File: src/rtl/core/stxd_pkg.sv
package stxd_pkg;

   // Width of the running payload counter
   localparam int unsigned COUNT_BITS = 16;

   // Fixed field widths
   localparam int unsigned BYTE_BITS     = 8;
   localparam int unsigned LEN_BITS      = 16;
   localparam int unsigned EVENT_BITS    = 3;
   localparam int unsigned PADDR_BITS    = 4;
   localparam int unsigned PDATA_BITS    = 32;
   localparam int unsigned REG_IDX_BITS  = 2;

   // Register indexes (byte address is 4 * index)
   localparam logic [REG_IDX_BITS-1:0] REG_MAX_LENGTH  = 2'd0;
   localparam logic [REG_IDX_BITS-1:0] REG_START_CODE  = 2'd1;
   localparam logic [REG_IDX_BITS-1:0] REG_END_CODE    = 2'd2;
   localparam logic [REG_IDX_BITS-1:0] REG_ESCAPE_CODE = 2'd3;

   // Register reset values
   localparam logic [LEN_BITS-1:0]  MAX_LENGTH_RST  = 16'd4096;
   localparam logic [BYTE_BITS-1:0] START_CODE_RST  = 8'd2;
   localparam logic [BYTE_BITS-1:0] END_CODE_RST    = 8'd3;
   localparam logic [BYTE_BITS-1:0] ESCAPE_CODE_RST = 8'd27;

   // Framing states
   localparam logic [1:0] FM_SEARCH   = 2'd0;
   localparam logic [1:0] FM_EXPECT   = 2'd1;
   localparam logic [1:0] FM_ASSEMBLE = 2'd2;

   // Result event codes
   localparam logic [EVENT_BITS-1:0] EV_PAYLOAD    = 3'd0;
   localparam logic [EVENT_BITS-1:0] EV_END        = 3'd1;
   localparam logic [EVENT_BITS-1:0] EV_GARBAGE    = 3'd2;
   localparam logic [EVENT_BITS-1:0] EV_BADESC     = 3'd3;
   localparam logic [EVENT_BITS-1:0] EV_NAKEDSTART = 3'd4;
   localparam logic [EVENT_BITS-1:0] EV_OVERFLOW   = 3'd5;

   // Input mode codes
   localparam logic MODE_BYTE    = 1'b0;
   localparam logic MODE_RESTART = 1'b1;

   // Configuration registers as seen by the deframer
   typedef struct packed {
      logic [LEN_BITS-1:0]  max_length;
      logic [BYTE_BITS-1:0] start_code;
      logic [BYTE_BITS-1:0] end_code;
      logic [BYTE_BITS-1:0] escape_code;
   } cfg_type;

   // Framing state carried from item to item
   typedef struct packed {
      logic [1:0]            frame_mode;
      logic                  escape_pending;
      logic                  previous_was_escape;
      logic [COUNT_BITS-1:0] payload_count;
   } frame_state_type;

endpackage

File: src/rtl/core/stxd_if.sv
interface stxd_req_if;
   import stxd_pkg::*;

   logic                 valid;
   logic                 ready;
   logic                 mode;
   logic [BYTE_BITS-1:0] rx_byte;

   modport source (output valid, output mode, output rx_byte, input ready);
   modport sink   (input valid, input mode, input rx_byte, output ready);
endinterface

interface stxd_rsp_if;
   import stxd_pkg::*;

   logic                  valid;
   logic                  ready;
   logic [EVENT_BITS-1:0] event_res;
   logic [BYTE_BITS-1:0]  payload_byte;
   logic [LEN_BITS-1:0]   byte_count;

   modport source (output valid, output event_res, output payload_byte, output byte_count,
                   input ready);
   modport sink   (input valid, input event_res, input payload_byte, input byte_count,
                   output ready);
endinterface

File: src/rtl/core/stxd_csr.sv
module stxd_csr
   import stxd_pkg::*;
(
   input  logic                  clock,
   input  logic                  reset,
   input  logic                  psel,
   input  logic                  penable,
   input  logic                  pwrite,
   input  logic [PADDR_BITS-1:0] paddr,
   input  logic [PDATA_BITS-1:0] pwdata,
   output logic [PDATA_BITS-1:0] prdata,
   output logic                  pready,
   output cfg_type               cfg
);

   cfg_type                 cfg_ff;
   cfg_type                 cfg_in;
   logic                    wr_en;
   logic [REG_IDX_BITS-1:0] reg_idx;

   assign pready  = 1'b1;
   assign wr_en   = psel & penable & pwrite;
   assign reg_idx = paddr[PADDR_BITS-1:2];

   // register write decode
   always_comb begin
      cfg_in = cfg_ff;
      if (wr_en) begin
         unique case (reg_idx)
            REG_MAX_LENGTH:  cfg_in.max_length  = pwdata[LEN_BITS-1:0];
            REG_START_CODE:  cfg_in.start_code  = pwdata[BYTE_BITS-1:0];
            REG_END_CODE:    cfg_in.end_code    = pwdata[BYTE_BITS-1:0];
            REG_ESCAPE_CODE: cfg_in.escape_code = pwdata[BYTE_BITS-1:0];
            default:         cfg_in = cfg_ff;
         endcase
      end
   end

   always_ff @(posedge clock) begin
      if (reset) begin
         cfg_ff.max_length  <= MAX_LENGTH_RST;
         cfg_ff.start_code  <= START_CODE_RST;
         cfg_ff.end_code    <= END_CODE_RST;
         cfg_ff.escape_code <= ESCAPE_CODE_RST;
      end else begin
         cfg_ff <= cfg_in;
      end
   end

   // read mux
   always_comb begin
      unique case (reg_idx)
         REG_MAX_LENGTH:  prdata = PDATA_BITS'(cfg_ff.max_length);
         REG_START_CODE:  prdata = PDATA_BITS'(cfg_ff.start_code);
         REG_END_CODE:    prdata = PDATA_BITS'(cfg_ff.end_code);
         REG_ESCAPE_CODE: prdata = PDATA_BITS'(cfg_ff.escape_code);
         default:         prdata = '0;
      endcase
   end

   assign cfg = cfg_ff;

endmodule

File: src/rtl/core/stxd_engine.sv
module stxd_engine
   import stxd_pkg::*;
(
   input  logic        clock,
   input  logic        reset,
   input  cfg_type     cfg,
   stxd_req_if.sink    req_chan,
   stxd_rsp_if.source  rsp_chan
);

   // input register
   logic                  in_valid_ff;
   logic                  in_mode_ff;
   logic [BYTE_BITS-1:0]  in_byte_ff;

   // framing state
   frame_state_type       st_ff;
   frame_state_type       st_in;

   // result register
   logic                  out_valid_ff;
   logic                  out_valid_in;
   logic [EVENT_BITS-1:0] out_event_ff;
   logic [BYTE_BITS-1:0]  out_byte_ff;
   logic [LEN_BITS-1:0]   out_count_ff;

   // step results
   logic                  res_valid;
   logic [EVENT_BITS-1:0] res_event;
   logic [BYTE_BITS-1:0]  res_byte;
   logic [LEN_BITS-1:0]   res_count;

   logic                  advance;
   logic                  is_start;
   logic                  is_end;
   logic                  is_escape;
   logic                  naked_start;
   logic                  overflow;

   // handshake: the input stage moves on when the result slot is free or drains
   assign advance        = in_valid_ff & (~out_valid_ff | rsp_chan.ready);
   assign req_chan.ready = ~in_valid_ff | advance;

   assign is_start    = (in_byte_ff == cfg.start_code);
   assign is_end      = (in_byte_ff == cfg.end_code);
   assign is_escape   = (in_byte_ff == cfg.escape_code);
   assign naked_start = is_start & ~st_ff.previous_was_escape;
   assign overflow    = (st_ff.payload_count >= COUNT_BITS'(0) + cfg.max_length) |
                        (st_ff.payload_count == {COUNT_BITS{1'b1}});

   // one framing step on the registered byte
   always_comb begin
      st_in     = st_ff;
      res_valid = 1'b0;
      res_event = EV_PAYLOAD;
      res_byte  = '0;
      res_count = '0;
      if (in_mode_ff == MODE_RESTART) begin
         st_in.frame_mode          = FM_SEARCH;
         st_in.escape_pending      = 1'b0;
         st_in.previous_was_escape = 1'b0;
         st_in.payload_count       = '0;
      end else begin
         st_in.previous_was_escape = is_escape;
         unique case (st_ff.frame_mode)
            FM_EXPECT: begin
               if (naked_start) begin
                  st_in.payload_count = '0;
                  st_in.frame_mode    = FM_ASSEMBLE;
               end else begin
                  st_in.frame_mode     = FM_SEARCH;
                  st_in.escape_pending = 1'b0;
                  st_in.payload_count  = '0;
                  res_valid            = 1'b1;
                  res_event            = EV_GARBAGE;
               end
            end
            FM_ASSEMBLE: begin
               priority if (st_ff.escape_pending &&
                            !(is_start || is_end || is_escape)) begin
                  // escaped byte that is not a framing code
                  st_in.frame_mode     = FM_SEARCH;
                  st_in.escape_pending = 1'b0;
                  st_in.payload_count  = '0;
                  res_valid            = 1'b1;
                  res_event            = EV_BADESC;
               end else if (!st_ff.escape_pending && is_end) begin
                  st_in.payload_count = '0;
                  st_in.frame_mode    = FM_EXPECT;
                  res_valid           = 1'b1;
                  res_event           = EV_END;
                  res_count           = LEN_BITS'(st_ff.payload_count);
               end else if (!st_ff.escape_pending && is_escape) begin
                  st_in.escape_pending = 1'b1;
               end else if (!st_ff.escape_pending && is_start) begin
                  st_in.frame_mode     = FM_SEARCH;
                  st_in.payload_count  = '0;
                  res_valid            = 1'b1;
                  res_event            = EV_NAKEDSTART;
               end else begin
                  // literal payload byte, plain or escaped
                  st_in.escape_pending = 1'b0;
                  res_valid            = 1'b1;
                  if (overflow) begin
                     st_in.frame_mode    = FM_SEARCH;
                     st_in.payload_count = '0;
                     res_event           = EV_OVERFLOW;
                     res_count           = cfg.max_length;
                  end else begin
                     st_in.payload_count = st_ff.payload_count + COUNT_BITS'(1);
                     res_event           = EV_PAYLOAD;
                     res_byte            = in_byte_ff;
                     res_count           = LEN_BITS'(st_ff.payload_count);
                  end
               end
            end
            default: begin
               // searching, also the unused mode code
               st_in.frame_mode = FM_SEARCH;
               if (naked_start) begin
                  st_in.payload_count  = '0;
                  st_in.escape_pending = 1'b0;
                  st_in.frame_mode     = FM_ASSEMBLE;
               end
            end
         endcase
      end
   end

   // result slot: filled on a step that produces a result, emptied on transfer
   always_comb begin
      out_valid_in = out_valid_ff & ~rsp_chan.ready;
      if (advance && res_valid) begin
         out_valid_in = 1'b1;
      end
   end

   // control registers
   always_ff @(posedge clock) begin
      if (reset) begin
         in_valid_ff                 <= 1'b0;
         out_valid_ff                <= 1'b0;
         st_ff.frame_mode            <= FM_SEARCH;
         st_ff.escape_pending        <= 1'b0;
         st_ff.previous_was_escape   <= 1'b0;
         st_ff.payload_count         <= '0;
      end else begin
         if (req_chan.ready) begin
            in_valid_ff <= req_chan.valid;
         end
         out_valid_ff <= out_valid_in;
         if (advance) begin
            st_ff <= st_in;
         end
      end
   end

   // payload registers
   always_ff @(posedge clock) begin
      if (req_chan.valid && req_chan.ready) begin
         in_mode_ff <= req_chan.mode;
         in_byte_ff <= req_chan.rx_byte;
      end
      if (advance && res_valid) begin
         out_event_ff <= res_event;
         out_byte_ff  <= res_byte;
         out_count_ff <= res_count;
      end
   end

   assign rsp_chan.valid        = out_valid_ff;
   assign rsp_chan.event_res    = out_event_ff;
   assign rsp_chan.payload_byte = out_byte_ff;
   assign rsp_chan.byte_count   = out_count_ff;

endmodule

File: src/rtl/core/stx_etx_escape_deframer_core.sv
// STX/ETX byte-stuffing deframer.
// req_chan carries one item per transfer: mode 0 with a received rx_byte, or
// mode 1 for a link restart, which drops back to hunting for a start code.
// rsp_chan carries zero or one result per item: event_res, payload_byte
// (unescaped byte for payload events) and byte_count (payload index, message
// length at end of message, max_length on overflow).
// The APB port holds max_length, start_code, end_code and escape_code at
// byte addresses 0, 4, 8 and 12; write them only while the block is idle.
// Throughput: one item per clock while rsp_chan does not stall. An item is
// registered in the input register at its transfer, then its framing step
// updates the framing state and loads any result into the result register,
// which drives rsp_chan. The framing-state feedback (one step per cycle) sets that rate.
// When rsp_chan stalls, one more item is still taken into the input
// register; req_chan.ready then drops until the waiting result leaves.
// Reset (synchronous, active high) empties both stages, returns framing to
// searching with cleared flags and count, and loads the register defaults.
module stx_etx_escape_deframer_core
   import stxd_pkg::*;
(
   input  logic                  clock,
   input  logic                  reset,
   stxd_req_if.sink              req_chan,
   stxd_rsp_if.source            rsp_chan,
   input  logic                  psel,
   input  logic                  penable,
   input  logic                  pwrite,
   input  logic [PADDR_BITS-1:0] paddr,
   input  logic [PDATA_BITS-1:0] pwdata,
   output logic [PDATA_BITS-1:0] prdata,
   output logic                  pready
);

   cfg_type cfg;

   // configuration registers
   stxd_csr u_csr (
      .clock   (clock),
      .reset   (reset),
      .psel    (psel),
      .penable (penable),
      .pwrite  (pwrite),
      .paddr   (paddr),
      .pwdata  (pwdata),
      .prdata  (prdata),
      .pready  (pready),
      .cfg     (cfg)
   );

   // deframing datapath
   stxd_engine u_engine (
      .clock    (clock),
      .reset    (reset),
      .cfg      (cfg),
      .req_chan (req_chan),
      .rsp_chan (rsp_chan)
   );

endmodule

File: src/flat_wrapper.sv
// flat-port wrapper written by rule: the top's interface ports become plain ports
module stx_etx_escape_deframer_core_flat import stxd_pkg::*;
  (clock, reset, psel, penable, pwrite, paddr, pwdata, prdata, pready, req_chan_valid, req_chan_mode, req_chan_rx_byte, req_chan_ready, rsp_chan_valid, rsp_chan_event_res, rsp_chan_payload_byte, rsp_chan_byte_count, rsp_chan_ready);
  stxd_req_if req_chan_i ();
  stxd_rsp_if rsp_chan_i ();
  input  logic clock;
  input  logic reset;
  input  logic psel;
  input  logic penable;
  input  logic pwrite;
  input  logic [PADDR_BITS-1:0] paddr;
  input  logic [PDATA_BITS-1:0] pwdata;
  output logic [PDATA_BITS-1:0] prdata;
  output logic pready;
  input wire logic [$bits(req_chan_i.valid)-1:0] req_chan_valid;
  input wire logic [$bits(req_chan_i.mode)-1:0] req_chan_mode;
  input wire logic [$bits(req_chan_i.rx_byte)-1:0] req_chan_rx_byte;
  output wire logic [$bits(req_chan_i.ready)-1:0] req_chan_ready;
  output wire logic [$bits(rsp_chan_i.valid)-1:0] rsp_chan_valid;
  output wire logic [$bits(rsp_chan_i.event_res)-1:0] rsp_chan_event_res;
  output wire logic [$bits(rsp_chan_i.payload_byte)-1:0] rsp_chan_payload_byte;
  output wire logic [$bits(rsp_chan_i.byte_count)-1:0] rsp_chan_byte_count;
  input wire logic [$bits(rsp_chan_i.ready)-1:0] rsp_chan_ready;
  assign req_chan_i.valid = req_chan_valid;
  assign req_chan_i.mode = req_chan_mode;
  assign req_chan_i.rx_byte = req_chan_rx_byte;
  assign req_chan_ready = req_chan_i.ready;
  assign rsp_chan_valid = rsp_chan_i.valid;
  assign rsp_chan_event_res = rsp_chan_i.event_res;
  assign rsp_chan_payload_byte = rsp_chan_i.payload_byte;
  assign rsp_chan_byte_count = rsp_chan_i.byte_count;
  assign rsp_chan_i.ready = rsp_chan_ready;
  stx_etx_escape_deframer_core u_core (.clock(clock), .reset(reset), .req_chan(req_chan_i), .rsp_chan(rsp_chan_i), .psel(psel), .penable(penable), .pwrite(pwrite), .paddr(paddr), .pwdata(pwdata), .prdata(prdata), .pready(pready));
endmodule
File: config.mk
export PLATFORM = sky130hd
export DESIGN_NAME = stx_etx_escape_deframer_core_flat
export DESIGN_NICKNAME = d
export VERILOG_FILES = /design/src/rtl/core/stxd_pkg.sv /design/src/rtl/core/stxd_if.sv /design/src/rtl/core/stxd_csr.sv /design/src/rtl/core/stxd_engine.sv /design/src/rtl/core/stx_etx_escape_deframer_core.sv /design/src/flat_wrapper.sv
export SDC_FILE = /design/constraint.sdc
export NUM_CORES = 1
export LEC_CHECK = 0
export ABC_CLOCK_PERIOD_IN_PS = 2650
export BUFFER_PORTS_ARGS = -buffer_cell sky130_fd_sc_hd__buf_4
export CORE_UTILIZATION = 49
export DETAILED_ROUTE_END_ITERATION = 8
export MAX_ROUTING_LAYER = met4
export PLACE_DENSITY = 0.81
export REMOVE_ABC_BUFFERS = 1
export SKIP_CTS_REPAIR_TIMING = 1
export SLEW_MARGIN = 20
export SYNTH_ARGS = -nofsm -noshare
export SYNTH_HDL_FRONTEND = slang
export SYNTH_SLANG_ARGS = --single-unit
File: constraint.sdc
create_clock -name clock -period 2.65 [get_ports clock]
set_input_delay 0.795 -clock clock [delete_from_list [all_inputs] [get_ports clock]]
set_output_delay 0.795 -clock clock [all_outputs]
set_load 0.1 [all_outputs]
==> qor.yml, run 1 <==
run_status:
  outcome: "complete, but fails checks"
  failed_checks: "setup timing"
min_path:
  hp-class: "reg2reg"
floorplan:
  io_pins: 114
  placementRows: 36
  dieArea_mm2: 0.0107
  die_h_um: 103
  dieWidth_um: 103
  core_mm2: 0.00986
  initial_core_util: 0.511
layout:
  final_cell_mix: "buf_4, dfxtp_1, nand2_1"
  area_growth_pct: 33.7
  drive_gt1_frac: 0.329
  nets: 746
  n_antenna_cell: 0
  final_common_cell: "buf_4"
  finalInstanceArea_mm2: 0.00673
grt:
  met1_usage: 0.318
  grt_max_degree: 50
  use_met3: 0.0444
  grt_pass1_vias: 4266
  grt-busiest-layer: "met2"
  grt_pass1_wl_um: 20100
  grt_use_total: 0.261
  use_met2: 0.426
  antenna_found_initial: 0
  grt-ovfl-total: 0
clock_tree:
  cts_buffers: 9
  path_clk_slew_ns: 0.10
  clockBufferDepth: 2
  root_buffer: "clkbuf_8"
  clock_latency_ns: 0.38
  cts.sinks: 98
  cts_tree: "yes"
  cts_htree_levels: 3
synth:
  synth_compound_area_frac: 0.126
  synth_top_family_by_area: "simple AND/OR/NAND/NOR gates"
  synthCells: 520
  synth-xor-area-share: 0.0609
  yosys_warnings: 0
  synthMuxAreaShare: 0.0715
  yosys_register_bits: 98
  synth_enable_flop_cells: 36
  ys_types: 46
  yosysSeqAreaShare: 0.461
  postSynth.asyncResetShare: 0
  yosys.area_share.simple: 0.166
  avgSynthCellArea_um2: 9.69
  synthFlopType: "dfxtp_1"
  synthAdderAreaFrac: 0.0472
  syn_area_mm2: 0.00504
sta:
  setup_tns_ns: -0.296
  fin_hold_ws_ns: 0.503
  fin_crit_sh: 1.03
  finalHoldViolCount: 0
  fin_ws_ns: -0.0737
  setup_viol: 5
  drv_slew: 0
  period_minus_slack_ns: 2.72
  clock.fmax_mhz: 367
  worstMarginPinSlew_ns: 0.693
  rsz0062_at_grt: "yes"
  relSlewSlack: 0.537
  skew_ns: 0.0101
route:
  wl_per_cell_um: 17.2
  drc: 0
  drtPass1Iterations: 5
  viasPerCell: 5.59
  wirelength_um: 14000
  vias: 4547
  ant_nets: 0
  drt-initial-drc-count: 326
placed_design:
  place_hpwl_um: 9710
  io_buffers: 78
  gp_congestion: 0.851
  placed_area_mm2: 0.00626
flow_run:
  maxCapViolations: 0
power:
  p_total_mw: 2.97
  leakage_nw: 2.79
  powerDensity_mw_per_mm2: 441
  ir_worst_vdd_mv: 0.329
setup_path:
  startpoint_type: "register"
  crit_required_ns: 2.96
  path_class: "reg2reg"
  worstPathMaxFanout: 5
  crit_arrival_ns: 3.03
  cp-end-kind: "register"
[cells by family after synthesis]
logic type                 Yosys count
AOI/OAI and AO/OA                   95
muxes                               26
adders and majority gates           19
DFF                                 98
buffers and inverters               71
other                                2
and+or+nand+nor                    174
xor gates and xnor gates            35
[final cells by class]
| cell class | instances | area [um2] |
|---|---|---|
| Fill cell | 675 | 3130 |
| Multi-Input combinational cell | 367 | 2600 |
| Sequential cell | 98 | 2330 |
| Timing Repair Buffer | 169 | 1330 |
| Tap cell | 133 | 166 |
| Clock buffer | 9 | 124 |
| Inverter | 30 | 113 |
| Clock inverter | 7 | 73.8 |
[final timing paths]
kind / startpoint / endpoint / slack [ns] / depth (start not counted)
max: u_core.u_engine.in_byte_ff[5]$_DFFE_PP_ / u_core.u_engine.st_ff[8]$_SDFFE_PP0P_ / -0.07 / 8
min: u_core.u_engine.st_ff[19]$_SDFFE_PP0P_ / u_core.u_engine.st_ff[19]$_SDFFE_PP0P_ / 0.50 / 2
max reg2reg: u_core.u_engine.in_byte_ff[5]$_DFFE_PP_ / u_core.u_engine.st_ff[8]$_SDFFE_PP0P_ / -0.07 / 8
min reg2reg: u_core.u_engine.st_ff[19]$_SDFFE_PP0P_ / u_core.u_engine.st_ff[19]$_SDFFE_PP0P_ / 0.50 / 2
[critical path, stage by stage, from the launching register on]
cell and delay (ns):
edfxtp_1 0.50, xnor2_1 0.25, nand4_1 0.21, buf_4 0.20, o311a_1 0.30, a211o_1 0.29, or3_4 0.44, or3_4 0.34
a21oi_2 0.12
[power by group]
| group | total (mW) | leakage, nW | switching, mW | internal (mW) |
|---|---|---|---|---|
| combinational | 0.385 | 1.79 | 0.265 | 0.120 |
| clock | 0.996 | 0.100 | 0.553 | 0.443 |
| sequential | 1.59 | 0.898 | 0.0191 | 1.57 |
| total | 2.97 | 2.79 | 0.837 | 2.13 |
[state kept, by name (all words and copies together) (netlist names)]
name	cells
u_core.u_engine.rsp_chan.valid	1
u_core.u_engine.in_mode_ff	1
u_core.u_engine.in_valid_ff	1
u_core.u_engine.rsp_chan.event_res	3
u_core.u_engine.in_byte_ff	8
u_core.u_csr.cfg	40
u_core.u_engine.st_ff	20
u_core.u_engine.rsp_chan.payload_byte	8
u_core.u_engine.rsp_chan.byte_count	16
[Yosys cell counts, types with 4 or more instances]
cell / instances / area (um2)
dfxtp_1: 62 / 1240
nand2_1: 50 / 188
nor2_1: 44 / 165
a21oi_1: 40 / 200
edfxtp_1: 36 / 1080
inv_1: 30 / 113
xnor2_1: 27 / 236
ha_1: 19 / 238
clkbuf_1: 18 / 67.6
mux2i_1: 18 / 180
buf_4: 17 / 128
nor3_1: 16 / 80.1
a22o_1: 15 / 131
and2_1: 12 / 75.1
nand3_1: 11 / 55.1
o21ai_0: 11 / 55.1
a211o_1: 10 / 87.6
nand4_1: 9 / 56.3
mux4_2: 8 / 180
xor2_1: 8 / 70.1
or3_1: 7 / 43.8
and3_1: 5 / 31.3
nor4_1: 5 / 31.3
buf_2: 4 / 20.0
[per-stage QoR]
step,setup slack [ns],instances,util
after floorplan,-1.00,494,-
after global placement,-0.208,786,0.634
after detailed placement,-0.298,786,0.634
after CTS,-0.363,802,0.654
after global routing,-0.187,813,0.683
final,-0.0737,813,0.683
[metal layers]
layer / wire (um) / vias up / share of wire
li1: - / 2123 / -
met1: 5610 / 2176 / 0.40
met2: 7170 / 213 / 0.51
met3: 881 / 35 / 0.063
met4: 340 / 0 / 0.024
met5: 0 / - / 0
Note: power is estimated with default switching activity, not from simulation.
==> run 2, diff against run 1 <==
--- a/config.mk
+++ b/config.mk
@@ -5,13 +5,12 @@
 export SDC_FILE = /design/constraint.sdc
 export NUM_CORES = 1
 export LEC_CHECK = 0
-export ABC_CLOCK_PERIOD_IN_PS = 2650
 export BUFFER_PORTS_ARGS = -buffer_cell sky130_fd_sc_hd__buf_4
 export CORE_UTILIZATION = 49
+export CTS_CLUSTER_DIAMETER = 120
 export DETAILED_ROUTE_END_ITERATION = 8
 export MAX_ROUTING_LAYER = met4
 export PLACE_DENSITY = 0.81
-export REMOVE_ABC_BUFFERS = 1
 export SKIP_CTS_REPAIR_TIMING = 1
 export SLEW_MARGIN = 20
 export SYNTH_ARGS = -nofsm -noshare
==> run 2 against run 1 <==
  * The flow still finishes with violations (setup timing)
  * Maximum frequency grew 0.84%
  * Sequential cell count is the same
  * Cell area grew 0.15%
  * Clock skew grew 0.0029 ns
  * Global-route usage grew 1.2 points
  * Core utilization grew 0.10 points
  * Via count grew 2.8%
  * Clock power is essentially flat
  * Combinational power is essentially flat
  * Worst setup slack gained 0.023 ns
  * Power grew 0.56%
  * Critical endpoint is now u_core.u_engine.rsp_chan.byte_count[13]$_SDFFCE_PP0P_
==> qor.yml, run 2 (same netlist as run 1, synthesis figures left out) <==
flow_run:
  maxCapViolations: 0
placed_design:
  io_buffers: 78
  pre_cts_slack_ns: -0.307
  gp_congestion: 0.937
  place_hpwl_um: 9820
clock_tree:
  clockBufferDepth: 2
  cts_htree_levels: 3
  cts_tree: "yes"
  cts_buffers: 9
  cts.sinks: 98
  path_clk_slew_ns: 0.10
  root_buffer: "clkbuf_8"
  clock_latency_ns: 0.38
route:
  drtPass1Iterations: 6
  ant_nets: 0
  wirelength_um: 15000
  drt-initial-drc-count: 385
  viasPerCell: 5.90
  wl_per_cell_um: 18.9
  drc: 0
  vias: 4675
floorplan:
  placementRows: 36
  io_pins: 114
  initial_core_util: 0.511
  dieWidth_um: 103
  core_mm2: 0.00986
  die_h_um: 103
  dieArea_mm2: 0.0107
run_status:
  outcome: "complete, but fails checks"
  failed_checks: "setup timing"
grt:
  grt_use_total: 0.273
  grt_max_degree: 50
  grt-ovfl-total: 0
  antenna_found_initial: 0
  grt_pass1_wl_um: 21100
  grt_pass1_vias: 4245
min_path:
  hp-class: "reg2reg"
setup_path:
  cp_slowest_cell: "o311a_4"
  worstPathMaxFanout: 7
  startpoint_type: "register"
  worst-r2r-setup-slack_ns: -0.05
  path_class: "reg2reg"
  path_cells: "inv_1 > ha_4 > and4_4 > nand2_4 > a2111oi_4 > or3_4 > nor2_2 > o311a_4 > clkbuf_16 > a22o_1"
  cp-end-kind: "register"
  path_buf_inv: 2
  crit_arrival_ns: 2.83
  slowest_delay_ns: 0.39
  cp_top_family: "compound AO/OA/AOI/OAI gates"
  crit_required_ns: 2.78
sta:
  fin_crit_sh: 1.02
  clock.fmax_mhz: 370
  setup_tns_ns: -0.151
  worstMarginPinSlew_ns: 0.580
  relSlewSlack: 0.611
  finalHoldViolCount: 0
  fin_ws_ns: -0.0509
  skew_ns: 0.0130
  rsz0062_at_grt: "yes"
  drv_slew: 0
  setup_viol: 8
  period_minus_slack_ns: 2.70
layout:
  drive_gt1_frac: 0.341
  largest_reg_flops: 40
  area_growth_pct: 33.9
  final_cell_mix: "buf_4, dfxtp_1, nand2_1"
  nets: 726
  final_common_cell: "buf_4"
  n_antenna_cell: 0
power:
  leakage_nw: 2.75
  p_total_mw: 2.99
  ir_worst_vdd_mv: 0.436
  powerDensity_mw_per_mm2: 443
-- run 2: cell types whose count changed in the layout (fill, tap and decap cells not counted), moves of 3 or more --
cell     before  now
buf_4       164  145
nor3_4        1    8
nor3_1       15    6
inv_2         0    3
dfxtp_2       3   10
dfxtp_1      59   52
inv_1        30   27
-- run 2: report_power, final --
group	switching [mW]	internal, mW	leakage (nW)
Combinational	0.272	0.116	1.75
Clock	0.558	0.449	0.0992
Sequential	0.0217	1.57	0.900
Total	0.852	2.13	2.75
-- run 2: through the flow --
step           instance area [um2]  hold WS [ns]   util  cells
2_1_floorplan                 5270         0.449      -    535
3_3_place_gp                  6230         0.478  0.631    770
3_5_place_dp                  6230         0.506  0.631    770
4_1_cts                       6430         0.526  0.651    786
5_1_grt                       6740         0.554  0.684    793
6_report                      6740         0.516  0.684    793
-- run 2: path summary, 6_finish.rpt --
check	cells past startpoint	end	startpoint
worst max register to register	10	u_core.u_engine.rsp_chan.byte_count[13]$_SDFFCE_PP0P_	u_core.u_csr.cfg[34]$_SDFFE_PP0P_
worst max-delay path	10	u_core.u_engine.rsp_chan.byte_count[13]$_SDFFCE_PP0P_	u_core.u_csr.cfg[34]$_SDFFE_PP0P_
worst min register to register	2	u_core.u_engine.st_ff[19]$_SDFFE_PP0P_	u_core.u_engine.st_ff[19]$_SDFFE_PP0P_
worst min-delay path	2	u_core.u_engine.st_ff[19]$_SDFFE_PP0P_	u_core.u_engine.st_ff[19]$_SDFFE_PP0P_
-- run 2: final cells by class --
class                           instances  area (um2)
Inverter                               30         113
Tap cell                              133         166
Fill cell                             667        3120
Sequential cell                        98        2330
Timing Repair Buffer                  150        1180
Multi-Input combinational cell        366        2750
Clock inverter                          6        71.3
Clock buffer                           10         128
-- run 2: layer usage --
layer / vias up / routed length (um) / GRT usage / part of all wire
met3: 68 / 1380 / 0.0397 / 0.092
met4: 0 / 518 / 0.119 / 0.035
li1: 2081 / - / - / -
met2: 313 / 7510 / 0.441 / 0.50
met5: - / 0 / - / 0
met1: 2213 / 5590 / 0.342 / 0.37
-- run 2: worst reg2reg max path, stage by stage (launching register included) --
cell and delay (ns):
dfxtp_2 0.34, inv_1 0.10, ha_4 0.30, and4_4 0.22, nand2_4 0.07, a2111oi_4 0.35, or3_4 0.23, nor2_2 0.05
o311a_4 0.39, clkbuf_16 0.17, a22o_1 0.25
